**src/hdl/skt_pkg.sv**
```systemverilog
// Shared definitions for the sorted key table: field widths, operation and
// status codes, the controller state type and the command broadcast to cells.
// No dependencies.
`timescale 1ns / 1ps
`default_nettype none

package skt_pkg;

	localparam int KEY_W     = 64;
	localparam int VAL_W     = 32;
	localparam int OP_W      = 2;
	localparam int STATUS_W  = 2;
	localparam int POS_W     = 7;
	localparam int OCC_W     = 8;
	localparam int DEPTH_DEF = 128;
	localparam int S_DATA_W  = 96;
	localparam int M_DATA_W  = 48;

	localparam logic [OP_W-1:0] OP_INSERT = 2'd0;
	localparam logic [OP_W-1:0] OP_DELETE = 2'd1;
	localparam logic [OP_W-1:0] OP_SEARCH = 2'd2;

	localparam logic [STATUS_W-1:0] ST_DONE      = 2'd0;
	localparam logic [STATUS_W-1:0] ST_NOT_FOUND = 2'd1;
	localparam logic [STATUS_W-1:0] ST_FULL      = 2'd2;

	typedef enum logic {
		S_IDLE,
		S_EXEC
	} skt_state_t;

	typedef struct packed {
		logic             ins;
		logic             del;
		logic [KEY_W-1:0] key;
		logic [VAL_W-1:0] val;
	} skt_cmd_t;

endpackage

`default_nettype wire

```
**src/hdl/skt_cell.sv**
```systemverilog
// One cell of the sorted key table: holds a single record, compares it with
// the requested key and shifts records to or from its neighbours.
// Depends on skt_pkg.
`timescale 1ns / 1ps
`default_nettype none

module skt_cell (
	input  wire logic                      clk,
	input  wire logic                      arst_n,
	input  wire logic                      load_cmp,
	input  wire logic [skt_pkg::KEY_W-1:0] cmp_key,
	input  wire skt_pkg::skt_cmd_t         cmd,
	input  wire logic                      prev_less,
	input  wire logic                      prev_valid,
	input  wire logic [skt_pkg::KEY_W-1:0] prev_key,
	input  wire logic [skt_pkg::VAL_W-1:0] prev_val,
	input  wire logic                      next_valid,
	input  wire logic [skt_pkg::KEY_W-1:0] next_key,
	input  wire logic [skt_pkg::VAL_W-1:0] next_val,
	output logic                           valid,
	output logic [skt_pkg::KEY_W-1:0]      key,
	output logic [skt_pkg::VAL_W-1:0]      val,
	output logic                           less,
	output logic                           first,
	output logic                           hit
);

	logic                      valid_q;
	logic [skt_pkg::KEY_W-1:0] key_q;
	logic [skt_pkg::VAL_W-1:0] val_q;
	logic                      less_q;
	logic                      eq_q;

	always_ff @(posedge clk or negedge arst_n) begin
		if (!arst_n) begin
			valid_q <= 1'b0;
			less_q  <= 1'b0;
			eq_q    <= 1'b0;
		end else begin
			if (load_cmp) begin
				less_q <= valid_q && (key_q < cmp_key);
				eq_q   <= valid_q && (key_q == cmp_key);
			end
			if (cmd.ins && !less_q) begin
				valid_q <= prev_less ? 1'b1 : prev_valid;
			end else if (cmd.del && !less_q) begin
				valid_q <= next_valid;
			end
		end
	end

	always_ff @(posedge clk) begin
		if (cmd.ins && !less_q) begin
			key_q <= prev_less ? cmd.key : prev_key;
			val_q <= prev_less ? cmd.val : prev_val;
		end else if (cmd.del && !less_q) begin
			key_q <= next_key;
			val_q <= next_val;
		end
	end

	assign valid = valid_q;
	assign key   = key_q;
	assign val   = val_q;
	assign less  = less_q;
	assign first = !less_q && prev_less;
	assign hit   = eq_q && first;

endmodule

`default_nettype wire

```
**config.mk**
```make
export PLATFORM = sky130hd
export DESIGN_NAME = skt_cell
export DESIGN_NICKNAME = d
export VERILOG_FILES = /design/src/hdl/skt_pkg.sv /design/src/hdl/skt_cell.sv
export SDC_FILE = /design/constraint.sdc
export NUM_CORES = 1
export LEC_CHECK = 0
export BUFFER_PORTS_ARGS = -buffer_cell sky130_fd_sc_hd__buf_2
export CAP_MARGIN = 20
export CORE_AREA = 3 3 179 181
export DETAILED_ROUTE_END_ITERATION = 10
export DIE_AREA = 0 0 182 184
export GPL_TIMING_DRIVEN = 0
export PLACE_DENSITY = 0.48
export REMOVE_ABC_BUFFERS = 1
export SLEW_MARGIN = 40
export SYNTH_ARGS = -nofsm -noshare
export SYNTH_HDL_FRONTEND = slang
export SYNTH_SLANG_ARGS = --single-unit
export TNS_END_PERCENT = 1
```
**constraint.sdc**
```tcl
create_clock -name clk -period 5.5 [get_ports clk]
set_clock_uncertainty 0.1 [all_clocks]
set_input_delay 1.1 -clock clk [delete_from_list [all_inputs] [get_ports clk]]
set_output_delay 1.1 -clock clk [all_outputs]
set_load 0.01 [all_outputs]
```
# Word level (Yosys, flattened, before mapping)
# Cells that the tools add are included.
[op_classes]
n_lt_le_gt_ge = 1
eq_ne = 1
n_mux = 9
n_reduce_logical = 8
[ops]
columns = ["op", "count"]
rows = [
  ["two-way mux 64 bit", 3],
  ["two-way mux 32 bit", 3],
  ["equality test 64 bit", 1],
  ["< comparator 64 bit", 1],
  ["logical AND 1 bit", 6],
  ["two-way mux 1 bit", 3],
  ["nonzero test 2 bit", 1],
  ["zero test 1 bit", 1],
]
[word_totals]
reg_bits = 99
input_bits = 360

# Logic depth before layout (Yosys ltp)
[depth]
word_depth = 4
ltp_mapped = 8

# Worst setup path after synthesis
# Ideal clock, no wire load.
[synth_timing]
kind = "input-to-reg"
from = "input cmd[97] in the netlist's numbering"
to = "register key_q, in the netlist key[0] (enable)"
arrival_time_ns = 5.177
t_required_ns = 4.847
path_slack_ns = -0.330
stages = 2
path_cell_list = "nor2_1 > nor2_1"
[synth_between]
elab_chain_len = 2
[synth_rtl]
columns = ["element", "line_no", "rtl"]
rows = [
  ["start, declared", "skt_cell.sv:12", "input wire skt_pkg::skt_cmd_t cmd,"],
  ["logical AND 1 bit", "skt_cell.sv:53", "if (cmd.ins && !less_q) begin"],
  ["nonzero test 2 bit (no source line)", "n/a", ""],
  ["end signal, assigned", "skt_cell.sv:54", "key_q <= prev_less ? cmd.key : prev_key;"],
  ["end signal, assigned", "skt_cell.sv:57", "key_q <= next_key;"],
  ["end, declared", "skt_cell.sv:29", "logic [skt_pkg::KEY_W-1:0] key_q;"],
]
# No other way between the ends.
# A chain may end at the register's enable or synchronous reset.

# Final worst setup path
[layout_timing]
from = "input prev_less"
to = "output hit"
[layout_between]
elab_chain_len = 2
[layout_rtl]
columns = ["element", "line_no", "rtl"]
rows = [
  ["start, declared", "skt_cell.sv:13", "input wire logic prev_less,"],
  ["logical AND 1 bit", "skt_cell.sv:66", "assign first = !less_q && prev_less;"],
  ["logical AND 1 bit", "skt_cell.sv:67", "assign hit = eq_q && first;"],
  ["end, declared", "skt_cell.sv:25", "output logic hit"],
]
# No other way between the ends.

==> results_dict.tcl <==
set metrics [dict create \
    power_leakage_nw 5.08 \
    via_count 6341 \
    async_flop_share_pct 3.03 \
    r2r_end "less$_DFFE_PN0P_" \
    final_area_sq_um 9720 \
    io_buffers 459 \
    clock-sinks 99 \
    dieHeight_um 184 \
    ys_ff_latch 99 \
    synth_edf_count 96 \
    startpoint_type "input pin" \
    ys_warn_count 0 \
    synthToLayoutAreaGrowth_pct 48.6 \
    max_freq_mhz 316 \
    clkLatencyLatePin_ps 350 \
    maxCapViolCount 0 \
    min_period_ps 3170 \
    via_per_inst 4.20 \
    dpl.hpwl_mm 20.7 \
    final_cell_mix "buf_2, nand2_1, o21ai_0" \
    rsz0062_at_grt "no" \
    antenna_found_initial 1 \
    clk_pin_slew_ps 70 \
    grt_max_degree 71 \
    grt_pass1_wl_mm 34.5 \
    rr_worst_depth 7 \
    post_drt_wl_per_cell_um 15.8 \
    worstPathArrival_ps 1970 \
    ctsHoldBuffers 0 \
    root_buffer "clkbuf_16" \
    drt_iter0_drc 184 \
    hold_class "in2async" \
    drc 0 \
    nFillCells 3250 \
    coreArea_sq_um 30600 \
    start_util_pct 21.4 \
    hold_violations 0 \
    final_common_cell "buf_2" \
    dr.pass1.iters 4 \
    final_nets 1532 \
    cts_tree "done" \
    reg2reg_slack_ps 2780 \
    post-route-period-util_pct 57.6 \
    path_class "in2out" \
    path_max_fanout 45 \
    synth_cells 661 \
    grt_use_total_pct 13.3 \
    gp_congestion 0.797 \
    post-cts-setup-buffers 0 \
    synth_area_per_cell_sq_um 9.90 \
    synth_area_leaders "edfxtp_1, mux2i_1, ha_1" \
    powerDensity_nw_per_um2 349 \
    die_area_sq_um 33500 \
    tightest_slew_ps 603 \
    die_w_um 182 \
    drv_slew 0 \
    timing.rr.start "key[62]$_DFFE_PP_" \
    drive_gt1_share_pct 43.8 \
    relSlewSlack_pct 59.5 \
    grt_pass1_vias 6361 \
    overflow 0 \
    peakVddDrop_uv 123 \
    drt_wl_total_mm 23.9 \
    h-tree-depth 3 \
    yosys.area.top_type_share_pct 44.1 \
    drtAntennaViolNets 0 \
    endpoint_kind "output port" \
    cts-buffers-inserted 9 \
    finalSetupTns_ps 0 \
    outcome "completed" \
    synth_top_cell_by_area "edfxtp_1" \
    netlist_area_sq_um 6540 \
    num_io_pins 460 \
    cts_buffer_depth 2 \
    yosysSeqAreaShare_pct 45.2 \
    synthFlopType "edfxtp_1" \
    cp_data_required_time_ps 4300 \
    placed_area_sq_um 9410 \
    yosys.cell_types.count 31 \
    rows 64 \
    cts_resized 0 \
    setup_viol 0 \
]
[state kept, by name, indices dropped and copies added, names as in the netlist]
| name | cells |
|---|---|
| valid | 1 |
| less | 1 |
| val | 32 |
| eq_q | 1 |
| key | 64 |
[metrics by stage]
stage | worst slack [ps] | cells | hold WS [ps] | power, mW | util, %
floorplan | -330 | 629 | 408 | 2.05 | -
global placement | -2860 | 1484 | 423 | 2.77 | 30.1
detailed placement | 1800 | 1493 | 447 | 2.76 | 30.8
CTS | 2180 | 1509 | 429 | 3.48 | 31.8
global route | 2060 | 1510 | 431 | 3.67 | 31.8
finish | 2330 | 1511 | 451 | 3.39 | 31.8
[cells in the mapped netlist (6+ instances only)]
master	n
edfxtp_1	96
a21o_1	7
inv_1	68
nand3_1	9
nand4_1	12
nor2_1	6
clkbuf_1	25
mux2i_1	96
ha_1	64
o21ai_0	104
a21oi_1	27
nand2_1	114
[per-layer routing]
metal / up-vias / track usage [%] / part of all wire [%]
met4: 0 / 2.96 / 1.2
met3: 15 / 3.40 / 7.1
met5: - / 0 / 0
met1: 2807 / 15.5 / 40
met2: 256 / 24.5 / 52
li1: 3263 / - / -
[final cells by class]
class	instances	area [sq um]	share of cell area, %
tap	396	495	5.10
timing repair buffer	468	2480	25.5
clock inverter	7	85.1	0.875
antenna	2	5.00	0.0515
sequential	99	2960	30.4
clock buffer	9	225	2.32
multi-input combinational	462	3220	33.1
inverter	68	255	2.63
[power breakdown]
group | internal (mW) | leakage [nW] | switching, mW | total [mW]
Combinational | 0.572 | 3.94 | 0.813 | 1.38
Sequential | 1.19 | 1.00 | 0.127 | 1.32
Clock | 0.362 | 0.146 | 0.329 | 0.691
Total | 2.12 | 5.08 | 1.27 | 3.39
[cell families after synthesis]
kind of cell               Yosys count  share of synthesized area [%]
muxes                               96                           14.7
buffers and inverters              100                           5.78
and+or+nand+nor                    152                           9.75
AOI/OAI and AO/OA                  150                           12.3
DFF                                 99                           45.2
adders and majority gates           64                           12.2
[worst max-delay path, stage by stage]
cell,delay (ps)
buf_8,330
nor2b_1,210
and2_1,130
buf_2,120
[how the worst max path moves through the flow]
| stage | to | start | depth (start not counted) | slack [ps] |
|---|---|---|---|---|
| floorplan | key[0]$_DFFE_PP_ | cmd[97] | 2 | -330 |
| global placement | key[30]$_DFFE_PP_ | cmd[97] | 3 | -2860 |
| detailed placement | less$_DFFE_PN0P_ | cmp_key[61] | 9 | 1800 |
| CTS | less$_DFFE_PN0P_ | cmp_key[61] | 9 | 2180 |
| global route | less$_DFFE_PN0P_ | cmp_key[62] | 9 | 2060 |
| finish | hit | prev_less | 4 | 2330 |
No activity file was read; power rests on OpenSTA's default activity.
